$ cat src/rtl/core/assert_macros.svh
// Assertion macros shared by the RTL of the random-replacement tag list.
// No dependencies; define NO_ASSERTIONS to compile every macro to nothing.
`ifndef ASSERT_MACROS_SVH
`define ASSERT_MACROS_SVH
`ifndef NO_ASSERTIONS
// Same-cycle implication, disabled during reset.
`define ASSERT_IMPLIES(label, clk, rst, ante, cons) \
  label: assert property (@(posedge clk) disable iff (rst) (ante) |-> (cons)) \
    else $error("same-cycle implication violated");
// Next-cycle implication, disabled during reset.
`define ASSERT_NEXT(label, clk, rst, ante, cons) \
  label: assert property (@(posedge clk) disable iff (rst) (ante) |=> (cons)) \
    else $error("next-cycle implication violated");
`else
`define ASSERT_IMPLIES(label, clk, rst, ante, cons)
`define ASSERT_NEXT(label, clk, rst, ante, cons)
`endif
`endif

$ cat src/rtl/core/rrtl_pkg.sv
// Shared constants, codes and controller/datapath interface types for the
// random-replacement tag list. No dependencies.
package rrtl_pkg;

  // List geometry.
  localparam int CAPACITY = 16;
  localparam int CNT_W    = $clog2(CAPACITY + 1);
  localparam int IDX_W    = (CAPACITY > 1) ? $clog2(CAPACITY) : 1;

  // Field widths.
  localparam int OP_W     = 2;
  localparam int OFFSET_W = 48;
  localparam int POS_W    = 4;
  localparam int MAX_W    = 5;
  localparam int SEED_W   = 16;
  localparam int CMP_W    = (CNT_W > MAX_W) ? CNT_W : MAX_W;

  // Operation codes.
  localparam logic [OP_W-1:0] OP_LOOKUP = 2'd0;
  localparam logic [OP_W-1:0] OP_INSERT = 2'd1;
  localparam logic [OP_W-1:0] OP_CLEAR  = 2'd2;

  // Replacement LFSR and its remainder unit.
  localparam logic [SEED_W-1:0] LFSR_TAPS  = 16'hB400;
  localparam logic [SEED_W-1:0] SEED_RESET = 16'd1;
  localparam logic [MAX_W-1:0]  MAX_RESET  = 5'd16;
  localparam int DIV_BITS  = 4;
  localparam int DIV_STEPS = SEED_W / DIV_BITS;
  localparam int DSTEP_W   = (DIV_STEPS > 1) ? $clog2(DIV_STEPS) : 1;

  // Register port.
  localparam int ADDR_W = 3;
  localparam int DATA_W = 32;
  localparam logic REG_MAX_ENTRIES = 1'b0;
  localparam logic REG_RANDOM_SEED = 1'b1;

  // Commands from the controller to the datapath.
  typedef struct packed {
    logic accept;
    logic exec;
    logic div_step;
    logic commit;
    logic load_out;
  } rrtl_cmd_t;

  // Status from the datapath to the controller.
  typedef struct packed {
    logic [OP_W-1:0] op;
    logic            evict_needed;
    logic            out_free;
  } rrtl_status_t;

endpackage

$ cat src/rtl/core/random_replacement_tag_list.sv
// Top level of the random-replacement tag list: register port, controller
// and datapath. Depends on rrtl_pkg, rrtl_ctrl, rrtl_dp and assert_macros.svh.
//
//   channel   direction  handshake            payload
//   in        input      in_valid / in_ready  op, block_offset
//   out       output     out_valid/out_ready  hit, position, evicted,
//                                             evicted_offset, entry_count
//   register  input      psel/penable/pready  paddr, pwrite, pwdata, prdata
//
// A lookup, a clear or an insert into a list with room runs its execute step
// and loads its result in the finish step; the next beat waits until idle.
// An evicting insert runs 4 steps of the remainder unit, which retires 4
// dividend bits a cycle, and one commit step before its finish step.
// Reset empties the list and loads the LFSR with 1; no clearing pass is needed.
// A result waits in the output register while the next beat is accepted; the
// block stalls in its last step only when that register is still full.
`include "assert_macros.svh"
module random_replacement_tag_list
  import rrtl_pkg::*;
(
  input  logic                clk,
  input  logic                rst,
  input  logic                in_valid,
  output logic                in_ready,
  input  logic [OP_W-1:0]     op,
  input  logic [OFFSET_W-1:0] block_offset,
  output logic                out_valid,
  input  logic                out_ready,
  output logic                hit,
  output logic [POS_W-1:0]    position,
  output logic                evicted,
  output logic [OFFSET_W-1:0] evicted_offset,
  output logic [MAX_W-1:0]    entry_count,
  input  logic                psel,
  input  logic                penable,
  input  logic                pwrite,
  input  logic [ADDR_W-1:0]   paddr,
  input  logic [DATA_W-1:0]   pwdata,
  output logic [DATA_W-1:0]   prdata,
  output logic                pready
);

  logic [MAX_W-1:0]  max_entries;
  logic [SEED_W-1:0] random_seed;
  logic              reg_write;
  rrtl_cmd_t         cmd;
  rrtl_status_t      status;

  // Register port: zero wait states, registers decoded by the word address.
  assign pready    = 1'b1;
  assign reg_write = psel && penable && pwrite && pready;

  always_ff @(posedge clk) begin
    if (rst) begin
      max_entries <= MAX_RESET;
      random_seed <= SEED_RESET;
    end else if (reg_write) begin
      unique case (paddr[2])
        REG_MAX_ENTRIES: max_entries <= pwdata[MAX_W-1:0];
        REG_RANDOM_SEED: random_seed <= pwdata[SEED_W-1:0];
        default: ;
      endcase
    end
  end

  // Register readback.
  always_comb begin
    unique case (paddr[2])
      REG_MAX_ENTRIES: prdata = DATA_W'(max_entries);
      REG_RANDOM_SEED: prdata = DATA_W'(random_seed);
      default:         prdata = '0;
    endcase
  end

  // Controller and datapath.
  rrtl_ctrl u_ctrl (
    .clk      (clk),
    .rst      (rst),
    .in_valid (in_valid),
    .in_ready (in_ready),
    .status   (status),
    .cmd      (cmd)
  );

  rrtl_dp u_dp (
    .clk            (clk),
    .rst            (rst),
    .cmd            (cmd),
    .status         (status),
    .max_entries    (max_entries),
    .random_seed    (random_seed),
    .op             (op),
    .block_offset   (block_offset),
    .out_valid      (out_valid),
    .out_ready      (out_ready),
    .hit            (hit),
    .position       (position),
    .evicted        (evicted),
    .evicted_offset (evicted_offset),
    .entry_count    (entry_count)
  );

  // The block is busy in the cycle after it takes a beat.
  `ASSERT_NEXT(a_busy_after_accept, clk, rst, in_valid && in_ready, !in_ready)
  // A waiting result is never overwritten.
  `ASSERT_IMPLIES(a_no_result_overwrite, clk, rst, cmd.load_out, status.out_free)
  // The evicting write happens only when the list is at its limit.
  `ASSERT_IMPLIES(a_commit_only_on_evict, clk, rst, cmd.commit, status.evict_needed)

endmodule

$ cat src/rtl/core/rrtl_ctrl.sv
// Controller state machine of the random-replacement tag list.
// Depends on rrtl_pkg for the command and status types.
module rrtl_ctrl
  import rrtl_pkg::*;
(
  input  logic         clk,
  input  logic         rst,
  input  logic         in_valid,
  output logic         in_ready,
  input  rrtl_status_t status,
  output rrtl_cmd_t    cmd
);

  localparam logic [2:0] S_IDLE   = 3'd0;
  localparam logic [2:0] S_EXEC   = 3'd1;
  localparam logic [2:0] S_DIV    = 3'd2;
  localparam logic [2:0] S_COMMIT = 3'd3;
  localparam logic [2:0] S_FINISH = 3'd4;

  logic [2:0]         state;
  logic [2:0]         state_next;
  logic [DSTEP_W-1:0] step;
  logic [DSTEP_W-1:0] step_next;

  // A new beat is taken only between operations.
  assign in_ready = (state == S_IDLE);

  // Next state and command decode.
  always_comb begin
    state_next = state;
    step_next  = step;
    cmd        = '0;
    unique case (state)
      S_IDLE: begin
        cmd.accept = in_valid;
        if (in_valid) begin
          state_next = S_EXEC;
        end
      end
      S_EXEC: begin
        cmd.exec = 1'b1;
        if (status.op == OP_INSERT && status.evict_needed) begin
          state_next = S_DIV;
          step_next  = '0;
        end else begin
          state_next = S_FINISH;
        end
      end
      S_DIV: begin
        cmd.div_step = 1'b1;
        if (step == DSTEP_W'(DIV_STEPS - 1)) begin
          state_next = S_COMMIT;
        end else begin
          step_next = step + 1'b1;
        end
      end
      S_COMMIT: begin
        cmd.commit = 1'b1;
        state_next = S_FINISH;
      end
      S_FINISH: begin
        if (status.out_free) begin
          cmd.load_out = 1'b1;
          state_next   = S_IDLE;
        end
      end
      default: begin
        state_next = S_IDLE;
      end
    endcase
  end

  // State registers.
  always_ff @(posedge clk) begin
    if (rst) begin
      state <= S_IDLE;
      step  <= '0;
    end else begin
      state <= state_next;
      step  <= step_next;
    end
  end

endmodule

$ cat src/rtl/core/rrtl_dp.sv
// Datapath of the random-replacement tag list: entry registers, tag compare,
// replacement LFSR, remainder unit and result registers.
// Depends on rrtl_pkg for constants, codes and the command and status types.
module rrtl_dp
  import rrtl_pkg::*;
(
  input  logic                clk,
  input  logic                rst,
  input  rrtl_cmd_t           cmd,
  output rrtl_status_t        status,
  input  logic [MAX_W-1:0]    max_entries,
  input  logic [SEED_W-1:0]   random_seed,
  input  logic [OP_W-1:0]     op,
  input  logic [OFFSET_W-1:0] block_offset,
  output logic                out_valid,
  input  logic                out_ready,
  output logic                hit,
  output logic [POS_W-1:0]    position,
  output logic                evicted,
  output logic [OFFSET_W-1:0] evicted_offset,
  output logic [MAX_W-1:0]    entry_count
);

  // Latched input beat.
  logic [OP_W-1:0]     op_q;
  logic [OFFSET_W-1:0] off_q;

  // List state.
  logic [OFFSET_W-1:0] entries [CAPACITY];
  logic [CNT_W-1:0]    count;
  logic [SEED_W-1:0]   lfsr;

  // Remainder unit.
  logic [SEED_W-1:0]   div_q;
  logic [CNT_W-1:0]    div_r;
  logic [SEED_W-1:0]   div_q_next;
  logic [CNT_W-1:0]    div_r_next;
  logic [CNT_W:0]      div_trial;

  // Staged result.
  logic                res_hit;
  logic [IDX_W-1:0]    res_pos;
  logic                res_ev;
  logic [OFFSET_W-1:0] res_evoff;

  // Combinational helpers.
  logic [CMP_W-1:0]    max_ext;
  logic [CMP_W-1:0]    limit;
  logic                evict_needed;
  logic [SEED_W-1:0]   lfsr_adv;
  logic [SEED_W-1:0]   seed_fixed;
  logic                look_hit;
  logic [IDX_W-1:0]    look_pos;
  logic                do_insert;
  logic [IDX_W-1:0]    ins_idx;

  // Effective limit: zero acts as one, anything above the capacity as the capacity.
  always_comb begin
    max_ext = CMP_W'(max_entries);
    if (max_ext == '0) begin
      limit = CMP_W'(1);
    end else if (max_ext > CMP_W'(CAPACITY)) begin
      limit = CMP_W'(CAPACITY);
    end else begin
      limit = max_ext;
    end
  end

  assign evict_needed = (count != '0) && (CMP_W'(count) >= limit);

  assign status.op           = op_q;
  assign status.evict_needed = evict_needed;
  assign status.out_free     = !out_valid || out_ready;

  // Galois LFSR step, shifting right; a zero seed is loaded as one.
  assign lfsr_adv   = lfsr[0] ? ((lfsr >> 1) ^ LFSR_TAPS) : (lfsr >> 1);
  assign seed_fixed = (random_seed == '0) ? SEED_RESET : random_seed;

  // Parallel tag compare; the lowest matching position wins.
  always_comb begin
    look_hit = 1'b0;
    look_pos = '0;
    for (int i = CAPACITY - 1; i >= 0; i--) begin
      if (CNT_W'(i) < count && entries[i] == off_q) begin
        look_hit = 1'b1;
        look_pos = IDX_W'(i);
      end
    end
  end

  // Restoring remainder of the LFSR value by the count, several bits a cycle.
  always_comb begin
    div_q_next = div_q;
    div_r_next = div_r;
    div_trial  = '0;
    for (int k = 0; k < DIV_BITS; k++) begin
      div_trial  = {div_r_next, div_q_next[SEED_W-1]};
      div_q_next = {div_q_next[SEED_W-2:0], 1'b0};
      if (div_trial >= {1'b0, count}) begin
        div_trial = div_trial - {1'b0, count};
      end
      div_r_next = div_trial[CNT_W-1:0];
    end
  end

  // An insert writes the whole list at once. Positions before the removed
  // index move back by one; with no removal every position moves back.
  assign do_insert = (cmd.exec && op_q == OP_INSERT && !evict_needed) || cmd.commit;
  assign ins_idx   = cmd.commit ? div_r[IDX_W-1:0] : '1;

  always_ff @(posedge clk) begin
    if (do_insert) begin
      entries[0] <= off_q;
      for (int i = 1; i < CAPACITY; i++) begin
        if (IDX_W'(i - 1) < ins_idx) begin
          entries[i] <= entries[i-1];
        end
      end
    end
  end

  // Input beat latch, remainder unit and staged result.
  always_ff @(posedge clk) begin
    if (cmd.accept) begin
      op_q  <= op;
      off_q <= block_offset;
    end
    if (cmd.exec) begin
      res_hit   <= (op_q == OP_LOOKUP) && look_hit;
      res_pos   <= (op_q == OP_LOOKUP && look_hit) ? look_pos : '0;
      res_ev    <= 1'b0;
      res_evoff <= '0;
      div_q     <= lfsr_adv;
      div_r     <= '0;
    end
    if (cmd.div_step) begin
      div_q <= div_q_next;
      div_r <= div_r_next;
    end
    if (cmd.commit) begin
      res_ev    <= 1'b1;
      res_evoff <= entries[div_r[IDX_W-1:0]];
    end
  end

  // Count and LFSR.
  always_ff @(posedge clk) begin
    if (rst) begin
      count <= '0;
      lfsr  <= SEED_RESET;
    end else if (cmd.exec) begin
      if (op_q == OP_CLEAR) begin
        count <= '0;
        lfsr  <= seed_fixed;
      end else if (op_q == OP_INSERT) begin
        if (evict_needed) begin
          lfsr <= lfsr_adv;
        end else begin
          count <= count + 1'b1;
        end
      end
    end
  end

  // Output register; a finished result may wait here while the next beat enters.
  always_ff @(posedge clk) begin
    if (rst) begin
      out_valid <= 1'b0;
    end else if (cmd.load_out) begin
      out_valid <= 1'b1;
    end else if (out_ready) begin
      out_valid <= 1'b0;
    end
  end

  always_ff @(posedge clk) begin
    if (cmd.load_out) begin
      hit            <= res_hit;
      position       <= POS_W'(res_pos);
      evicted        <= res_ev;
      evicted_offset <= res_evoff;
      entry_count    <= MAX_W'(count);
    end
  end

endmodule
$ cat config.mk
export PLATFORM = sky130hd
export DESIGN_NAME = random_replacement_tag_list
export DESIGN_NICKNAME = d
export VERILOG_FILES = /design/src/rtl/core/rrtl_pkg.sv /design/src/rtl/core/random_replacement_tag_list.sv /design/src/rtl/core/rrtl_ctrl.sv /design/src/rtl/core/rrtl_dp.sv
export VERILOG_INCLUDE_DIRS = /design/src /design/src/rtl/core
export SDC_FILE = /design/constraint.sdc
export NUM_CORES = 1
export LEC_CHECK = 0
export BUFFER_PORTS_ARGS = -buffer_cell sky130_fd_sc_hd__buf_2
export CORE_ASPECT_RATIO = 0.6
export CORE_MARGIN = 5
export CORE_UTILIZATION = 30
export CTS_BUF_LIST = sky130_fd_sc_hd__clkbuf_8
export DETAILED_ROUTE_END_ITERATION = 7
export PLACE_DENSITY_LB_ADDON = 0.12
export SLEW_MARGIN = 20
export SYNTH_ARGS = -nofsm -noshare
export SYNTH_HDL_FRONTEND = slang
export SYNTH_SLANG_ARGS = --single-unit
export TNS_END_PERCENT = 5
$ cat constraint.sdc
create_clock -name clk -period 6.85 [get_ports clk]
set_input_delay 2.055 -clock clk [delete_from_list [all_inputs] [get_ports clk]]
set_output_delay 2.055 -clock clk [all_outputs]
set_load 0.02 [all_outputs]
After elaboration in Yosys (flattened, before gate mapping)

Memory sizes are Yosys's and may differ from the RTL's. A register that Yosys moved wholly into a read port is not among the register bits.
Index checks and enable logic that the tools add are counted.

Output and inout port bits: 94
RAM bits: 768
Register bits after elaboration: 232
Memories: 1
Word-level logic and storage cells: 265

Mux-type cells: 117
$lt $le $gt $ge: 37
Reduce and logical (&&, ||, !) cells: 48
Add/sub/neg operators: 6
Bitwise logic cells: 3
Equal/unequal tests: 29

Memory list:

| name         | words | bits a word | read ports | clocked after Yosys merged registers in | wr ports | line          | RTL |
|---|---|---|---|---|---|---|---|
| u_dp.entries | 16    | 48          | 17         | 1                                       | 16       | rrtl_dp.sv:29 | `logic [OFFSET_W-1:0] entries [CAPACITY];` |

Operators with widths:

| cell                                                      | number |
|---|---|
| == test 48 bit                                            | 16 |
| 2-to-1 mux 16 bit                                         | 7 |
| 2-to-1 mux 48 bit                                         | 2 |
| 2-to-1 mux 1 bit                                          | 72 |
| one-hot mux 32 bit (2 select lines)                       | 1 |
| 2-to-1 mux 5 bit                                          | 11 |
| less-than comparator 4 x 5 -> 1 bit, first input constant | 8 |
| 2-to-1 mux 4 bit                                          | 10 |
| less-than comparator 4 bit, first input constant          | 7 |
| >= comparator 6 x 5 -> 1 bit                              | 4 |
| 2-to-1 mux 3 bit                                          | 8 |
| logical AND 1 bit                                         | 23 |
| less-than comparator 3 x 5 -> 1 bit, first input constant | 4 |
| subtractor 5 bit                                          | 4 |
| zero test 16 bit                                          | 1 |
| less-than comparator 3 x 4 -> 1 bit, first input constant | 4 |
| one-hot mux 3 bit (5 select lines)                        | 1 |
| AND reduction 3 bit                                       | 4 |
| nonzero test 2 bit                                        | 6 |
| less-than comparator 1 x 5 -> 1 bit, first input constant | 2 |
| less-than comparator 2 x 5 -> 1 bit, first input constant | 2 |
| OR reduction 9 bit                                        | 1 |
| less-than comparator 1 x 4 -> 1 bit, first input constant | 2 |
| less-than comparator 2 x 4 -> 1 bit, first input constant | 2 |
| 25 further kinds                                          | 38 |

Logic depth before layout (Yosys ltp)

An unclocked memory read counts as a cell.

Word-level depth: 22
Depth in mapped cells: 31

Hierarchy

Synthesis repeated with hierarchy kept, for this count alone.

Cell total of the unflattened synthesis: 3006
Area total of the unflattened synthesis: 47986.0 µm²

By module, submodules not included:

| module                      | area an instance (µm²) | cells each | times used |
|---|---|---|---|
| rrtl_dp                     | 46480.8                | 2851       | 1 |
| random_replacement_tag_list | 1223.7                 | 126        | 1 |
| rrtl_ctrl                   | 281.5                  | 29         | 1 |

Least setup slack after synthesis

No wires, ideal clock.

Path kind: register -> register
Start point: register u_dp.count[2]
End point: register u_dp.div_r[1], data pin
Setup slack: 0.350 ns
Cell stages (with the launch flop): 28
Buffers on the path: 1
Data required time: 6.590 ns
Period minus slack after synthesis: 6.500 ns
Arrival: 6.240 ns
Cells stage by stage: dfxtp_1 clkbuf_1 inv_1 ha_1 and4_4 nor3_2 a31oi_4 mux2_2 fa_1 nand2b_1 a21oi_1 o21ai_0 and3_4 mux2i_1 ha_1 a21o_1 a21oi_1 a21oi_1 a211oi_4 mux2i_1 ha_1 nor2b_1 o21ai_0 nand2b_1 a41o_1 a21oi_1 o2111ai_4 o211a_1

Word-level cells in the longest chain between the ends: 9

Ends and longest elaborated chain:

| item                                                             | line                          | RTL |
|---|---|---|
| start: declaration                                               | rrtl_dp.sv:30                 | `logic [CNT_W-1:0] count;` |
| start signal: assignment                                         | rrtl_dp.sv:159                | `count <= count + 1'b1;` |
| subtractor 5 bit or >= comparator 6 x 5 -> 1 bit (tied branches) | rrtl_dp.sv:100, rrtl_dp.sv:99 |  |
| 2-to-1 mux 5 bit                                                 | rrtl_dp.sv:99                 | `if (div_trial >= {1'b0, count}) begin` |
| subtractor 5 bit or >= comparator 6 x 5 -> 1 bit (tied branches) | rrtl_dp.sv:100, rrtl_dp.sv:99 |  |
| 2-to-1 mux 5 bit                                                 | rrtl_dp.sv:99                 |  |
| subtractor 5 bit or >= comparator 6 x 5 -> 1 bit (tied branches) | rrtl_dp.sv:100, rrtl_dp.sv:99 |  |
| 2-to-1 mux 5 bit                                                 | rrtl_dp.sv:99                 |  |
| >= comparator 6 x 5 -> 1 bit or subtractor 5 bit (tied branches) | rrtl_dp.sv:99, rrtl_dp.sv:100 |  |
| 2-to-1 mux 5 bit (*)                                             | rrtl_dp.sv:99                 |  |
| 2-to-1 mux 5 bit (*)                                             | rrtl_dp.sv:136                | `if (cmd.div_step) begin` |
| end signal: assignment                                           | rrtl_dp.sv:138                | `div_r <= div_r_next;` |
| end: declaration                                                 | rrtl_dp.sv:35                 | `logic [CNT_W-1:0] div_r;` |

Every way passes the cells marked *; elsewhere a longest branch is shown, timed or not.
A chain may end at the register's enable or synchronous reset.

Worst setup path in the final report

Start point: register u_dp.div_r[0]
End point: register u_dp.div_r[2], data pin

Word-level cells in the longest chain between the ends: 9

Ends and longest elaborated chain:

| item                                                             | line |
|---|---|
| subtractor 5 bit or >= comparator 6 x 5 -> 1 bit (tied branches) | rrtl_dp.sv:100, rrtl_dp.sv:99 |
| 2-to-1 mux 5 bit (*)                                             | rrtl_dp.sv:99 |
| subtractor 5 bit or >= comparator 6 x 5 -> 1 bit (tied branches) | rrtl_dp.sv:100, rrtl_dp.sv:99 |
| 2-to-1 mux 5 bit (*)                                             | rrtl_dp.sv:99 |
| subtractor 5 bit or >= comparator 6 x 5 -> 1 bit (tied branches) | rrtl_dp.sv:100, rrtl_dp.sv:99 |
| 2-to-1 mux 5 bit (*)                                             | rrtl_dp.sv:99 |
| >= comparator 6 x 5 -> 1 bit or subtractor 5 bit (tied branches) | rrtl_dp.sv:99, rrtl_dp.sv:100 |
| 2-to-1 mux 5 bit (*)                                             | rrtl_dp.sv:99 |
| 2-to-1 mux 5 bit (*)                                             | rrtl_dp.sv:136 |

Marked as above.

==> results.txt <==
Die X: 524 µm
CTS max path bufs: 3
origin of the critical flop-to-flop path: u_dp.div_r[0]
startpoint types: flip-flop
number of antenna violations at the first check in global routing: 28
Worst-path clk slew: 0.06 ns
# IOs: 186
Global Route met2 Usage: 0.319
clk_lat worst skew: 0.93 ns
post-layout minimum cycle time: 6.55 ns
FF/Latch Area: 29600 µm²
Num CTS Buffers: 169
Final period util: 0.956
crit end category: flip-flop
worst reg2reg setup slack: 0.30 ns
first-pass GRT wire length: 297 mm
relative slew slack: 0.0824
Die Y-Extent: 319 µm
Initial Util: 0.301
post-CTS setup buffer count: 0
Worst-Margin Slew: 1.37 ns
Gate Count Post-Synth: 3023
r2r worst-path depth: 27
drt total wl: 230 mm
DIE AREA: 167000 µm²
Primary FF master, synth: edfxtp_1
Nets: 3458
CTS tree: done
DR vias/cell: 5.56
CP Buf/Inv Count: 3
WS Path Type: reg2reg
pins over their slew limit: 0
clock sinks: 1004
Max Freq: 0.153 GHz
via count: 31.2k
CP max FO: 7
Detail Route Antenna Nets: 0
flop and latch count out of synthesis: 1004
RR Endpoint: u_dp.div_r[2]
final setup skew: 0.0469 ns
drt wl/cell: 40.9 µm
area leader, netlist: edfxtp_1
core area: 158000 µm²
Data arrival, critical path: 7.17 ns
buffers added on ports: 150
GR Util met1: 0.411
Post-synth EDFFs: 947
row count: 113
residual DRC count: 0
max-cap violations: 0
grt total ovfl: 0
Clock Tree Root: clkbuf_8
asr flop ratio synth: 0
most used cell, CP: ha_1
LEAKAGE: 18.0 nW
register area share after synthesis: 0.621
GRT Total Usage: 0.269
layout cell share with drive strength beyond 1: 0.246
Synth Area per Inst: 15.7 µm²
Worst Hold Depth: 0
Final Util: 0.349
Ys Warns: 0
P per Cell Area: 257 nW/µm²
outcome: completed
Hold Slack: 0.404 ns
fin area: 55100 µm²
Final Hold Viols: 0
vias in the first global route: 29.6k
commonest non-fill, non-tap cell in the layout: edfxtp_1
Crit path max-delay family: compound AO/OA/AOI/OAI gates
VDD IR max: 0.207 mV
Final Wtd Congestion: 0.939
Synth top area share: 0.597
most frequent cells in the layout: 947 x edfxtp_1, 402 x xnor2_1, 341 x xor2_1
H-tree levels: 4
post-detail-place hpwl: 175 mm
Placed Area: 51800 µm²
# fillers: 15.3k
1st-iter DRT viols: 4478
gr busiest metal: met1
Yosys cell types: 77
CP peak stage delay: 0.46 ns
Critical Path Slowest Stage Cell: edfxtp_1
# hold bufs at CTS: 0
Critical Path RT: 7.47 ns
Synth area leaders: edfxtp_1 60%, mux4_2 11%, xnor2_1 7.6%
1st-pass router iterations: 5
Tightest Hold Check Type: reg2reg
Finish-stage setup viols: 0
Area Overhead vs Synth: 15.8%
grt met3 use: 0.158
area of the multi-input gates: 17400 µm²
WHS Endpoint: u_dp.evicted_offset[4]
Hold Crit Start: u_dp.res_evoff[4]
cell area after synthesis: 47600 µm²
largest net degree at the start of global routing: 85
[synthesized netlist by cell type, drive strengths merged (3+ instances only)]
cell type	n
and3	3
a221o	3
nand4	125
or4	3
nand2	63
and2	62
mux4	240
nor2b	5
and4	5
dfxtp	57
mux2	9
a21o	9
mux2i	15
ha	31
o22ai	6
buf	98
a22oi	5
xnor2	414
a2111oi	3
nor3	29
nor2	88
o2111ai	5
o21bai	3
a22o	16
xor2	342
clkbuf	101
a31oi	4
fa	4
inv	55
nor4	123
edfxtp	947
nand3	17
o31ai	3
a221oi	3
nand2b	18
a21oi	51
a211oi	7
o21ai	20
[how the worst max path moves through the flow]
| stage | startpoint | to | slack, ns | cells after the start |
|---|---|---|---|---|
| floorplan | u_dp.count[2] | u_dp.div_r[1] | 0.35 | 27 |
| global placement | u_dp.div_r[2] | u_dp.div_r[2] | -0.21 | 27 |
| detailed placement | u_dp.div_r[2] | u_dp.div_r[2] | 0.01 | 27 |
| CTS | u_dp.div_r[2] | u_dp.div_r[2] | 0.01 | 29 |
| global route | u_dp.div_r[0] | u_dp.div_r[2] | -0.007 | 27 |
| finish | u_dp.div_r[0] | u_dp.div_r[2] | 0.30 | 27 |
[report_power, final]
part           switching (mW)  leakage, nW  internal (mW)
Combinational            1.23         7.13          0.605
Clock                    2.75         1.81           2.58
Sequential              0.165         9.10           6.82
Total                    4.14         18.0           10.0
[sequential cells by signal, indices dropped and copies added (netlist names), named ones only]
name / cells
u_dp.evicted: 1
u_dp.lfsr: 16
max_entries: 5
u_ctrl.step: 2
u_dp.res_pos: 4
u_dp.div_r: 5
u_dp.op_q: 2
u_dp.evicted_offset: 48
u_dp.entry_count: 5
u_dp.entries: 768
u_dp.hit: 1
u_dp.res_ev: 1
u_dp.res_evoff: 48
u_dp.position: 4
u_dp.div_q: 16
u_ctrl.state: 3
u_dp.off_q: 48
u_dp.res_hit: 1
u_dp.out_valid: 1
random_seed: 16
u_dp.count: 5
[final cells by class]
type	instances	share of cell area
diodes	12	0.000545
well taps	2127	0.0483
flip-flops and latches	1004	0.537
clock inverters	130	0.0125
repair buffers	321	0.0379
inverters	55	0.00377
multi-input cells	1780	0.316
clock buffers	179	0.0447
[what timing repair did]
item / CTS / global route
endpoints found under the setup margin: 1 / 9
endpoints found under the hold margin: 0 / 0
pin swaps: 0 / 2
resized for setup: 2 / 10
[per-stage QoR]
step | instances | TNS [ns] | setup WS, ns | power (mW)
after floorplan | 3038 | 0 | 0.350 | 7.93
after global placement | 5286 | -0.784 | -0.207 | 8.88
after detailed placement | 5286 | 0 | 0.0107 | 8.86
after CTS | 5595 | 0 | 0.00980 | 14.2
after global routing | 5598 | -0.00662 | -0.00662 | 14.6
final | 5608 | 0 | 0.302 | 14.1
[layer usage]
metal  wire length [µm]  vias to the layer above
met5                 46                        -
met4               3540                        6
met3              36600                      194
met2              82800                     2009
met1             106000                    16798
li1                   -                    12181
[logic make-up (layout without fill, tap and decap cells)]
group                      Yosys count  count (layout)  share of synthesized area
AOI/OAI and AO/OA                  157             157                     0.0237
xor gates and xnor gates           756             756                      0.139
DFF                               1004            1004                      0.621
other                                2              29                   0.000158
muxes                              264             264                      0.119
adders and majority gates           35              35                    0.00983
and+or+nand+nor                    551             551                     0.0644
buffers and inverters              254             685                     0.0228
Power figures use the tool's default switching activity.
